--- src/psa_pkg.sv ---
package psa_pkg;

    localparam int TABLE_DEPTH_DEF   = 16;
    localparam int PRIORITY_BITS_DEF = 8;
    localparam int PID_BITS_DEF      = 8;

    // Fixed widths of the request and result fields.
    localparam int FIELD_W     = 8;
    localparam int SLOT_OUT_W  = 4;

    typedef enum logic {
        OP_INSERT = 1'b0,
        OP_TICK   = 1'b1
    } op_code_t;

    typedef enum logic [1:0] {
        STATUS_INSERTED = 2'd0,
        STATUS_FULL     = 2'd1,
        STATUS_CHOSEN   = 2'd2,
        STATUS_IDLE     = 2'd3
    } status_code_t;

    typedef struct packed {
        logic capture;
        logic rd_cur;
        logic scan_clear;
        logic load_cur;
        logic scan_issue;
        logic wr_cand;
        logic finish_insert;
        logic finish_tick;
    } cmd_t;

    typedef struct packed {
        logic out_free;
        logic scan_done;
    } stat_t;

endpackage

--- src/psa_ctrl.sv ---
module psa_ctrl (
    input  logic           clk,
    input  logic           rst_n,
    input  logic           in_valid,
    input  logic           op,
    output logic           in_ready,
    output psa_pkg::cmd_t  cmd,
    input  psa_pkg::stat_t stat
);
    import psa_pkg::*;

    typedef enum logic [6:0] {
        S_IDLE   = 7'b0000001,
        S_INSERT = 7'b0000010,
        S_CUR    = 7'b0000100,
        S_LATCH  = 7'b0001000,
        S_SCAN   = 7'b0010000,
        S_UPD    = 7'b0100000,
        S_RESULT = 7'b1000000
    } state_t;

    state_t state_reg;
    state_t state_next;

    assign in_ready = (state_reg == S_IDLE);

    always_comb
    begin
        cmd        = '0;
        state_next = state_reg;
        unique case (state_reg)
            S_IDLE:
            begin
                if (in_valid)
                begin
                    cmd.capture = 1'b1;
                    state_next  = (op == OP_TICK) ? S_CUR : S_INSERT;
                end
            end
            S_INSERT:
            begin
                if (stat.out_free)
                begin
                    cmd.finish_insert = 1'b1;
                    state_next        = S_IDLE;
                end
            end
            S_CUR:
            begin
                cmd.rd_cur     = 1'b1;
                cmd.scan_clear = 1'b1;
                state_next     = S_LATCH;
            end
            S_LATCH:
            begin
                cmd.load_cur   = 1'b1;
                cmd.scan_issue = 1'b1;
                state_next     = S_SCAN;
            end
            S_SCAN:
            begin
                // The last compare completes in the cycle that sees the scan done.
                cmd.scan_issue = 1'b1;
                if (stat.scan_done)
                begin
                    state_next = S_UPD;
                end
            end
            S_UPD:
            begin
                cmd.wr_cand = 1'b1;
                state_next  = S_RESULT;
            end
            S_RESULT:
            begin
                if (stat.out_free)
                begin
                    cmd.finish_tick = 1'b1;
                    state_next      = S_IDLE;
                end
            end
            default:
            begin
                state_next = S_IDLE;
            end
        endcase
    end

    always_ff @(posedge clk or negedge rst_n)
    begin
        if (!rst_n)
        begin
            state_reg <= S_IDLE;
        end
        else
        begin
            state_reg <= state_next;
        end
    end

    a_tick_needs_free_output: assert property (@(posedge clk) disable iff (!rst_n)
        (cmd.finish_tick || cmd.finish_insert) |-> stat.out_free)
        else $error("result loaded while the output register is still occupied");

    a_update_after_scan: assert property (@(posedge clk) disable iff (!rst_n)
        cmd.wr_cand |-> stat.scan_done)
        else $error("candidate write-back before the scan has finished");

endmodule

--- src/psa_datapath.sv ---
module psa_datapath #(
    parameter int TABLE_DEPTH   = psa_pkg::TABLE_DEPTH_DEF,
    parameter int PRIORITY_BITS = psa_pkg::PRIORITY_BITS_DEF,
    parameter int PID_BITS      = psa_pkg::PID_BITS_DEF
) (
    input  logic                            clk,
    input  logic                            rst_n,
    input  psa_pkg::cmd_t                   cmd,
    output psa_pkg::stat_t                  stat,
    input  logic                            task_awake,
    input  logic [psa_pkg::FIELD_W-1:0]     task_pid,
    input  logic [psa_pkg::FIELD_W-1:0]     task_priority,
    input  logic [psa_pkg::FIELD_W-1:0]     task_initial_priority,
    input  logic                            out_ready,
    output logic                            out_valid,
    output logic [1:0]                      status,
    output logic [psa_pkg::SLOT_OUT_W-1:0]  chosen_slot,
    output logic [psa_pkg::FIELD_W-1:0]     chosen_pid,
    output logic [psa_pkg::FIELD_W-1:0]     chosen_priority,
    output logic                            preempted
);
    import psa_pkg::*;

    localparam int SLOT_W = (TABLE_DEPTH > 1) ? $clog2(TABLE_DEPTH) : 1;
    localparam int CNT_W  = $clog2(TABLE_DEPTH + 1);

    typedef struct packed {
        logic                     active;
        logic [PID_BITS-1:0]      pid;
        logic [PRIORITY_BITS-1:0] prio;
        logic [PRIORITY_BITS-1:0] init;
    } entry_t;

    entry_t mem [TABLE_DEPTH];
    entry_t rd_data_reg;
    entry_t cur_reg;
    entry_t wr_data;
    logic [SLOT_W-1:0] wr_addr;
    logic [SLOT_W-1:0] rd_addr;
    logic              wr_en;

    logic                     in_active_reg;
    logic [PID_BITS-1:0]      in_pid_reg;
    logic [PRIORITY_BITS-1:0] in_prio_reg;
    logic [PRIORITY_BITS-1:0] in_init_reg;

    logic [CNT_W-1:0]         fill_count_reg;
    logic [CNT_W-1:0]         scan_idx_reg;
    logic                     run_valid_reg;
    logic [SLOT_W-1:0]        run_slot_reg;

    logic                     cmp_pend_reg;
    logic [SLOT_W-1:0]        cmp_idx_reg;
    logic                     found_reg;
    logic [PRIORITY_BITS-1:0] best_reg;
    logic [SLOT_W-1:0]        cand_slot_reg;
    logic [PID_BITS-1:0]      cand_pid_reg;
    logic [PRIORITY_BITS-1:0] cand_init_reg;

    logic                     out_valid_reg;
    logic [1:0]               status_reg;
    logic [SLOT_OUT_W-1:0]    chosen_slot_reg;
    logic [FIELD_W-1:0]       chosen_pid_reg;
    logic [FIELD_W-1:0]       chosen_priority_reg;
    logic                     preempted_reg;

    logic table_full;
    logic scan_done;
    logic issue;
    logic better;
    logic take;
    logic dec_cur;
    logic [PRIORITY_BITS-1:0] cur_aged;

    assign table_full = (fill_count_reg >= CNT_W'(TABLE_DEPTH));
    assign scan_done  = (scan_idx_reg == fill_count_reg);
    assign issue      = cmd.scan_issue && !scan_done;

    assign stat.out_free  = !out_valid_reg || out_ready;
    assign stat.scan_done = scan_done;

    // Every active slot that shares the running task's pid is passed over.
    assign better = cmp_pend_reg && rd_data_reg.active
                    && !(run_valid_reg && (rd_data_reg.pid == cur_reg.pid))
                    && (rd_data_reg.prio > best_reg);

    assign take     = found_reg && (!run_valid_reg || (cand_init_reg >= cur_reg.prio));
    assign dec_cur  = found_reg && !take && run_valid_reg && (cur_reg.prio != '0);
    assign cur_aged = dec_cur ? (cur_reg.prio - PRIORITY_BITS'(1)) : cur_reg.prio;

    assign rd_addr = cmd.rd_cur ? run_slot_reg : scan_idx_reg[SLOT_W-1:0];

    always_comb
    begin
        wr_en   = 1'b0;
        wr_addr = '0;
        wr_data = '0;
        if (cmd.finish_insert && !table_full)
        begin
            wr_en          = 1'b1;
            wr_addr        = fill_count_reg[SLOT_W-1:0];
            wr_data.active = in_active_reg;
            wr_data.pid    = in_pid_reg;
            wr_data.prio   = in_prio_reg;
            wr_data.init   = in_init_reg;
        end
        else if (cmd.wr_cand && found_reg)
        begin
            wr_en          = 1'b1;
            wr_addr        = cand_slot_reg;
            wr_data.active = 1'b1;
            wr_data.pid    = cand_pid_reg;
            wr_data.prio   = cand_init_reg;
            wr_data.init   = cand_init_reg;
        end
        else if (cmd.finish_tick && dec_cur)
        begin
            wr_en        = 1'b1;
            wr_addr      = run_slot_reg;
            wr_data      = cur_reg;
            wr_data.prio = cur_aged;
        end
    end

    always_ff @(posedge clk)
    begin
        if (wr_en)
        begin
            mem[wr_addr] <= wr_data;
        end
        rd_data_reg <= mem[rd_addr];
    end

    always_ff @(posedge clk)
    begin
        if (cmd.capture)
        begin
            in_active_reg <= task_awake;
            in_pid_reg    <= PID_BITS'(task_pid);
            in_prio_reg   <= PRIORITY_BITS'(task_priority);
            in_init_reg   <= PRIORITY_BITS'(task_initial_priority);
        end
        if (cmd.load_cur)
        begin
            cur_reg <= rd_data_reg;
        end
        if (cmd.scan_clear)
        begin
            scan_idx_reg <= '0;
            best_reg     <= '0;
        end
        else if (issue)
        begin
            scan_idx_reg <= scan_idx_reg + CNT_W'(1);
        end
        if (issue)
        begin
            cmp_idx_reg <= scan_idx_reg[SLOT_W-1:0];
        end
        if (better && !cmd.scan_clear)
        begin
            best_reg      <= rd_data_reg.prio;
            cand_slot_reg <= cmp_idx_reg;
            cand_pid_reg  <= rd_data_reg.pid;
            cand_init_reg <= rd_data_reg.init;
        end
    end

    always_ff @(posedge clk or negedge rst_n)
    begin
        if (!rst_n)
        begin
            fill_count_reg <= '0;
            run_valid_reg  <= 1'b0;
            run_slot_reg   <= '0;
            cmp_pend_reg   <= 1'b0;
            found_reg      <= 1'b0;
        end
        else
        begin
            cmp_pend_reg <= issue;
            if (cmd.scan_clear)
            begin
                found_reg <= 1'b0;
            end
            else if (better)
            begin
                found_reg <= 1'b1;
            end
            if (cmd.finish_insert && !table_full)
            begin
                fill_count_reg <= fill_count_reg + CNT_W'(1);
            end
            if (cmd.finish_tick && take)
            begin
                run_valid_reg <= 1'b1;
                run_slot_reg  <= cand_slot_reg;
            end
        end
    end

    always_ff @(posedge clk or negedge rst_n)
    begin
        if (!rst_n)
        begin
            out_valid_reg <= 1'b0;
        end
        else if (cmd.finish_insert || cmd.finish_tick)
        begin
            out_valid_reg <= 1'b1;
        end
        else if (out_ready)
        begin
            out_valid_reg <= 1'b0;
        end
    end

    always_ff @(posedge clk)
    begin
        if (cmd.finish_insert)
        begin
            if (table_full)
            begin
                status_reg          <= STATUS_FULL;
                chosen_slot_reg     <= '0;
                chosen_pid_reg      <= '0;
                chosen_priority_reg <= '0;
            end
            else
            begin
                status_reg          <= STATUS_INSERTED;
                chosen_slot_reg     <= SLOT_OUT_W'(fill_count_reg[SLOT_W-1:0]);
                chosen_pid_reg      <= FIELD_W'(in_pid_reg);
                chosen_priority_reg <= FIELD_W'(in_prio_reg);
            end
            preempted_reg <= 1'b0;
        end
        else if (cmd.finish_tick)
        begin
            if (take)
            begin
                status_reg          <= STATUS_CHOSEN;
                chosen_slot_reg     <= SLOT_OUT_W'(cand_slot_reg);
                chosen_pid_reg      <= FIELD_W'(cand_pid_reg);
                chosen_priority_reg <= FIELD_W'(cand_init_reg);
                preempted_reg       <= 1'b1;
            end
            else if (run_valid_reg)
            begin
                status_reg          <= STATUS_CHOSEN;
                chosen_slot_reg     <= SLOT_OUT_W'(run_slot_reg);
                chosen_pid_reg      <= FIELD_W'(cur_reg.pid);
                chosen_priority_reg <= FIELD_W'(cur_aged);
                preempted_reg       <= 1'b0;
            end
            else
            begin
                status_reg          <= STATUS_IDLE;
                chosen_slot_reg     <= '0;
                chosen_pid_reg      <= '0;
                chosen_priority_reg <= '0;
                preempted_reg       <= 1'b0;
            end
        end
    end

    assign out_valid       = out_valid_reg;
    assign status          = status_reg;
    assign chosen_slot     = chosen_slot_reg;
    assign chosen_pid      = chosen_pid_reg;
    assign chosen_priority = chosen_priority_reg;
    assign preempted       = preempted_reg;

    a_fill_bounded: assert property (@(posedge clk) disable iff (!rst_n)
        fill_count_reg <= CNT_W'(TABLE_DEPTH))
        else $error("fill count beyond table depth");

    a_running_slot_filled: assert property (@(posedge clk) disable iff (!rst_n)
        run_valid_reg |-> (CNT_W'(run_slot_reg) < fill_count_reg))
        else $error("running slot points past the filled part of the table");

    a_found_nonzero: assert property (@(posedge clk) disable iff (!rst_n)
        found_reg |-> (best_reg != '0))
        else $error("candidate recorded with zero priority");

endmodule

--- src/priority_scheduler_with_aging.sv ---
// Priority scheduler with aging.
// Requests arrive on the input channel (in_valid/in_ready) and each one yields
// exactly one result on the output channel (out_valid/out_ready).
// An insert request appends a task to the next free table slot, or reports a
// full table; its result is loaded into the output register from S_INSERT once
// that register is free, in the same cycle as the next request can be taken.
// A schedule tick first reads the running task's entry, then walks the filled
// slots one per cycle through the single read port of the task memory, then
// writes back the candidate's reloaded priority and, when the running task is
// kept, its aged priority. Its result is loaded from S_RESULT in the same way.
// Only one request is in progress at a time; a new request is taken while the
// previous result still waits in the output register.
// If the receiver stalls, the finished result is held in the output register
// and the block waits before loading the next one.
// Reset empties the table and leaves no task running; it needs no clearing pass.
module priority_scheduler_with_aging #(
    parameter int TABLE_DEPTH   = psa_pkg::TABLE_DEPTH_DEF,
    parameter int PRIORITY_BITS = psa_pkg::PRIORITY_BITS_DEF,
    parameter int PID_BITS      = psa_pkg::PID_BITS_DEF
) (
    input  logic                            clk,
    input  logic                            rst_n,
    input  logic                            in_valid,
    output logic                            in_ready,
    input  logic                            op,
    input  logic                            task_awake,
    input  logic [psa_pkg::FIELD_W-1:0]     task_pid,
    input  logic [psa_pkg::FIELD_W-1:0]     task_priority,
    input  logic [psa_pkg::FIELD_W-1:0]     task_initial_priority,
    output logic                            out_valid,
    input  logic                            out_ready,
    output logic [1:0]                      status,
    output logic [psa_pkg::SLOT_OUT_W-1:0]  chosen_slot,
    output logic [psa_pkg::FIELD_W-1:0]     chosen_pid,
    output logic [psa_pkg::FIELD_W-1:0]     chosen_priority,
    output logic                            preempted
);
    import psa_pkg::*;

    cmd_t  cmd;
    stat_t stat;

    psa_ctrl u_ctrl (
        .clk      (clk),
        .rst_n    (rst_n),
        .in_valid (in_valid),
        .op       (op),
        .in_ready (in_ready),
        .cmd      (cmd),
        .stat     (stat)
    );

    psa_datapath #(
        .TABLE_DEPTH   (TABLE_DEPTH),
        .PRIORITY_BITS (PRIORITY_BITS),
        .PID_BITS      (PID_BITS)
    ) u_datapath (
        .clk                   (clk),
        .rst_n                 (rst_n),
        .cmd                   (cmd),
        .stat                  (stat),
        .task_awake            (task_awake),
        .task_pid              (task_pid),
        .task_priority         (task_priority),
        .task_initial_priority (task_initial_priority),
        .out_ready             (out_ready),
        .out_valid             (out_valid),
        .status                (status),
        .chosen_slot           (chosen_slot),
        .chosen_pid            (chosen_pid),
        .chosen_priority       (chosen_priority),
        .preempted             (preempted)
    );

endmodule
--- config.mk ---
export PLATFORM = sky130hd
export DESIGN_NAME = priority_scheduler_with_aging
export DESIGN_NICKNAME = d
export VERILOG_FILES = /design/src/psa_pkg.sv /design/src/psa_ctrl.sv /design/src/psa_datapath.sv /design/src/priority_scheduler_with_aging.sv
export SDC_FILE = /design/constraint.sdc
export NUM_CORES = 1
export LEC_CHECK = 0
export BUFFER_PORTS_ARGS = -buffer_cell sky130_fd_sc_hd__buf_2
export CAP_MARGIN = 20
export CORE_MARGIN = 2
export CORE_UTILIZATION = 53
export CTS_CLUSTER_SIZE = 40
export DETAILED_ROUTE_END_ITERATION = 8
export GPL_ROUTABILITY_DRIVEN = 0
export GPL_TIMING_DRIVEN = 0
export HOLD_SLACK_MARGIN = 0.02
export PLACE_DENSITY = 0.71
export SETUP_SLACK_MARGIN = 0.15
export SYNTH_ARGS = -nofsm -noshare
export SYNTH_HDL_FRONTEND = slang
export SYNTH_SLANG_ARGS = --single-unit
--- constraint.sdc ---
create_clock -name clk -period 4.6 [get_ports clk]
set_input_delay 0.92 -clock clk [delete_from_list [all_inputs] [get_ports clk]]
set_output_delay 0.92 -clock clk [all_outputs]
set_load 0.05 [all_outputs]
* Word-level counts from Yosys, hierarchy flattened
Memories as Yosys holds them, arrays and structs flattened. A register that Yosys moved wholly into a read port is not among the register bits.
Cells that the tools add are included.
** Storage, ports and cells
- Flip-flop bits (word level) :: 130
- Memory bits (writable) :: 400
- Word-level logic and storage cells :: 131
- Memories :: 1
- Bits of input ports :: 30
** Memories
- u_datapath.mem :: words 16, width 25, read ports 1, clocked after memory_dff 1, write ports 1, RTL line psa_datapath.sv:34 : entry_t mem [TABLE_DEPTH];
** Cells by class
- Add/sub/neg operators :: 3
- Magnitude comparators :: 3
- Equality and inequality tests :: 12
- Muxes and demuxes :: 54
- Reduce and logical (&&, ||, !) cells :: 32
** Operator list (number)
- 8-bit 2-to-1 mux :: 13
- 25-bit 2-to-1 mux :: 3
- 7-bit one-hot mux with 6 select lines :: 1
- 4-bit 2-to-1 mux :: 9
- 7-bit 2-to-1 mux :: 3
- 1-bit 2-to-1 mux :: 20
- 1-bit logical AND :: 14
- 5-bit by 1-bit adder with 5-bit output (second input constant) :: 2
- 8-bit equality test :: 1
- 8-bit greater-or-equal comparator :: 1
- 8-bit > comparator :: 1
- 2-bit 2-to-1 mux :: 4
- 2-bit nonzero test :: 4
- 8-bit nonzero test :: 1
- 8-bit by 1-bit subtractor with 8-bit output (second input constant) :: 1
- 7-bit by 1-bit equality test with 1-bit output (second input constant) :: 1
- 7-bit by 2-bit equality test with 1-bit output (second input constant) :: 1
- 7-bit by 3-bit equality test with 1-bit output (second input constant) :: 1
- 7-bit by 4-bit equality test with 1-bit output (second input constant) :: 1
- 7-bit by 5-bit equality test with 1-bit output (second input constant) :: 1
- 7-bit by 6-bit equality test with 1-bit output (second input constant) :: 1
- 7-bit equality test (second input constant) :: 1
- 1-bit logical NOT :: 7
- 5-bit equality test :: 1
- 7 further kinds :: 11

* Logic depth before layout (Yosys ltp)
- Word-level depth :: 13
- Gate-level depth with buffers :: 11

* By module
A second synthesis with hierarchy kept.
** Second synthesis, totals
- Cells, all modules :: 1266
- Area total of the unflattened synthesis :: 22343.9 µm²
** Modules (own cells, without submodules)
- psa_datapath :: times used 1, area an instance 21844.7 µm², cells each 1214
- psa_ctrl :: times used 1, area an instance 499.2 µm², cells each 52

* Worst setup path before layout
No wires, ideal clock.
- Path type :: input to register
- From :: in out_ready
- To :: mem u_datapath.mem[7][0] (netlist bit), enable pin
- Data required time :: 4.162 ns
- Arrival time :: 4.139 ns
- Buffers on the path :: 1
- Stages on the path :: 8
- Slack :: 0.022 ns
- Path through :: nand2b_1 > and4_1 > buf_2 > inv_2 > nor2_4 > a222oi_1 > inv_1 > nor3_1
** Between the ends
- Cells in the longest elaborated chain, start to end :: 9
- Elaborated cells between the ends (all ways) :: 14
- Those cells by class :: 11 x mux; 3 x reduce/logical
** RTL lines
- start, declared :: RTL line priority_scheduler_with_aging.sv:31 : input logic out_ready,
- 1-bit logical OR * :: RTL line psa_datapath.sv:79 : assign stat.out_free = !out_valid_reg || out_ready;
- 1-bit 2-to-1 mux * :: RTL line psa_ctrl.sv:42, psa_ctrl.sv:76
- 1-bit 2-to-1 mux :: RTL line psa_ctrl.sv:31 : unique case (state_reg)
- 1-bit logical AND :: RTL line psa_datapath.sv:116 : else if (cmd.finish_tick && dec_cur)
- 1-bit 2-to-1 mux :: RTL line psa_datapath.sv:116
- 1-bit 2-to-1 mux :: RTL line psa_datapath.sv:107 : else if (cmd.wr_cand && found_reg)
- 1-bit 2-to-1 mux :: RTL line psa_datapath.sv:98 : if (cmd.finish_insert && !table_full)
- 1-bit 2-to-1 mux :: RTL line psa_datapath.sv:127 : if (wr_en)
- 1-bit 2-to-1 mux (not written as such) :: RTL line psa_datapath.sv:129 : mem[wr_addr] <= wr_data;
- end, declared :: RTL line psa_datapath.sv:34
Every way passes the cells marked *; elsewhere a longest branch is shown, timed or not.

* Worst setup path in the final report
- From :: reg u_datapath.cand_init_reg[2]
- To :: mem u_datapath.mem[5][7] (netlist bit), enable pin
** Between the ends
- Cells in the longest elaborated chain, start to end :: 13
- Elaborated cells between the ends (all ways) :: 16
- Those cells by class :: 1 x order compare; 8 x mux; 7 x reduce/logical
** RTL lines
- start, declared :: RTL line psa_datapath.sv:58 : logic [PRIORITY_BITS-1:0] cand_init_reg;
- start signal, assigned :: RTL line psa_datapath.sv:165 : cand_init_reg <= rd_data_reg.init;
- 8-bit greater-or-equal comparator * :: RTL line psa_datapath.sv:87 : assign take = found_reg && (!run_valid_reg || (cand_init_reg >= cur_reg.prio));
- 1-bit logical OR * :: RTL line psa_datapath.sv:87
- 1-bit logical AND * :: RTL line psa_datapath.sv:87
- 1-bit logical NOT * :: RTL line psa_datapath.sv:88 : assign dec_cur = found_reg && !take && run_valid_reg && (cur_reg.prio != '0);
- 1-bit logical AND * (3 in a row) :: RTL line psa_datapath.sv:88
- 1-bit logical AND * :: RTL line psa_datapath.sv:116
- 1-bit 2-to-1 mux :: RTL line psa_datapath.sv:116
- 1-bit 2-to-1 mux :: RTL line psa_datapath.sv:107
- 1-bit 2-to-1 mux :: RTL line psa_datapath.sv:98
- 1-bit 2-to-1 mux :: RTL line psa_datapath.sv:127
- 1-bit 2-to-1 mux (not written as such) :: RTL line psa_datapath.sv:129
Marked as above.

==> results.md <==
- Status: finished, final reports clean
- Register area share after synthesis: 74.47%
- Routed Antenna Nets: 0
- Overall power: 13.20 mW
- FF-to-FF setup slack: 0.44 ns
- Cells taking the most area after synthesis: edfxtp_1, nand2_1, dfxtp_1
- Largest area contributor in the netlist: edfxtp_1
- Post-route insts no fill: 2,277
- Row cnt: 74
- Ports: 55
- CTS buffer count: 53
- All-Layer GR Usage: 24.46%
- Setup_tns: 0 ns
- Core box area: 40,740 um^2
- Post-synth ARST share: 3.604%
- Max reg flops: 400
- Layout area overhead: 14.57%
- MaxCap Viol Count: 0
- Clk_skew: 0.02139 ns
- Slowest-stage cell, CP: nor3_2
- Drt first pass iters: 6
- CTS Hold Bufs: 0
- Initial Util: 53.59%
- CP Buf/Inv Count: 2
- Total number of vias: 13.73k
- Die area: 42,830 um^2
- H-tree depth: 2
- Clk sinks: 555
- Drt initial violations: 1,573
- Worst IR drop on VDD: 0.0002368 V
- Crit Path Category: reg -> reg
- Critical-path cell list: ha_1, o211ai_1, o21ai_1, a211oi_2, buf_2, a31oi_2, nand2b_1, nor3_2, buf_4
- Mapped Nets: 1,619
- First-pass GRT wire length: 78,070 um
- P per Cell Area: 527.7 nW/um^2
- Latest clock arrival within the worst-skew pair: 0.60 ns
- Hold crit path type: in -> async
- Family with the most delay on the worst path: compound AO/OA/AOI/OAI gates
- Synth warn: 0
- Vias/cell: 6.030
- Final hold viol count: 0
- Nets: 1,752
- Worst hold slack: 0.2967 ns
- Clock tree buffer depth: 3
- Crit end category: flop
- RSZ-0062 raised after global routing: false
- Final WS setup: 0.4351 ns
- Synth Flop Type: edfxtp_1
- Pre-CTS setup slack: -0.1895 ns
- Total grt overflow: 0
- Post-synth top cells: edfxtp_1, nand2_1, a21oi_1
- WP data required: 4.89 ns
- Largest stage delay, worst path: 0.71 ns
- Initial antenna violation count: 2
- Die width: 207.0 um
- Clk root buf: clkbuf_16
- Clock transition at the registers of the reported paths: 0.06 ns
- Placed cell area: 23,170 um^2
- Port bufs: 54
- Fmax achieved: 240.1 MHz
- Die Y: 207.0 um
- Inst Count DP: 2,174
- Share of post-route cells with drive strength above 1: 13.65%
- Number of enable flip-flop cells after synthesis: 504
- CTS tree: built
- Pleak: 8.939 nW
- Largest net degree at the start of global routing: 26
- Worst-path fanout max: 10
- Vias in the first global route: 13.31k
- Slew headroom: 31.13%
- Fin crit share: 90.54%
- Actual slew at the worst max-slew pin: 1.032 ns
- Worst Path Arrival: 4.46 ns
- Final core occ: 61.39%
- WL/cell: 22.65 um
- HPWL after DPL: 34,740 um
- Syn avg cell area: 13.92 um^2
- DRC: 0
- Unique masters post-synth: 66
- Aggregate routed wire length: 51,560 um
- Area share of the largest cell type after synthesis: 69.33%
- #FFs+latches synth: 555
- Post-synthesis cell count: 1,568
- Post-layout instance area: 25,010 um^2
- Final setup fails: 0
- Final Max Tran Viols: 0
- Min Tclk post-route: 4.165 ns
- Most common cell in the netlist: edfxtp_1
- Startpoint class of the critical path: flop
- Synthesized cell area: 21,830 um^2
-- worst paths after layout --
path	cells after the start	startpoint	endpoint
max in group asynchronous	1	rst_n	u_ctrl.state_reg[0]$_DFFE_PN1P_
min in group clk	0	u_datapath.cmp_idx_reg[2]$_DFFE_PP_	u_datapath.cand_slot_reg[2]$_DFFE_PP_
setup reg to reg	9	u_datapath.cand_init_reg[2]$_DFFE_PP_	u_datapath.mem[5][7]$_DFFE_PP_
setup / recovery	9	u_datapath.cand_init_reg[2]$_DFFE_PP_	u_datapath.mem[5][7]$_DFFE_PP_
hold reg to reg	0	u_datapath.cmp_idx_reg[2]$_DFFE_PP_	u_datapath.cand_slot_reg[2]$_DFFE_PP_
hold / removal	1	rst_n	u_ctrl.state_reg[2]$_DFFE_PN0P_
-- timing repair --
action                                  4_1_cts  5_1_grt
endpoints found under the setup margin       18        0
gates resized for setup                       0        0
setup buffers                                 3        0
-- per-layer routing --
| metal | track usage, % | routed length (um) | up-vias |
|---|---|---|---|
| met4 | 8.536 | 1373 | 0 |
| met5 | 0 | 0 | - |
| li1 | - | - | 6212 |
| met1 | 33.43 | 20900 | 6769 |
| met3 | 3.705 | 4375 | 94 |
| met2 | 40.37 | 24920 | 655 |
-- placed cells by master, fill, tap and decap left out, drive strengths merged, types with 16 or more instances in the layout --
cell type  synthesis  final
dfxtp             31     31
nand4             34     34
inv               45     46
a31oi             28     28
a21oi             96     96
buf               43    121
o22ai             27     27
a22oi             25     25
clkinv             0     18
nand3             94     94
xnor2             19     19
dfrtp             19     19
nor2              39     39
o211ai            27     27
nand2            301    301
clkbuf            45    117
a221o             17     17
ha                21     21
a222oi            16     16
edfxtp           504    504
o221ai            25     25
-- power breakdown --
part           internal [mW]  switching [mW]  leakage (nW)
Clock                   2.63            1.81         0.876
Sequential              5.99           0.214          5.38
Combinational          0.733            1.83          2.68
Total                   9.35            3.85          8.94
-- area by class of cell --
cell class,instances,area [um^2]
Antenna cell,1,2.502
Buffer,88,384.1
Clock buffer,72,1510
Clock inverter,26,274.0
Fill cell,3003,15730
Inverter,45,168.9
Multi-Input combinational cell,880,5119
Sequential cell,555,16260
Tap cell,532,665.6
Timing Repair Buffer,78,630.6
-- logic make-up (layout without fill, tap and decap cells) --
group / Yosys count / in the layout / share of synthesized area, %
AOI/OAI and AO/OA: 289 / 289 / 9.130
xor gates and xnor gates: 29 / 29 / 1.163
adders and majority gates: 21 / 21 / 1.204
buffers and inverters: 133 / 309 / 2.533
DFF: 555 / 555 / 74.47
muxes: 6 / 6 / 0.3152
other: 0 / 1 / 0
and+or+nand+nor: 535 / 535 / 11.19
Power figures use the tool's default switching activity.
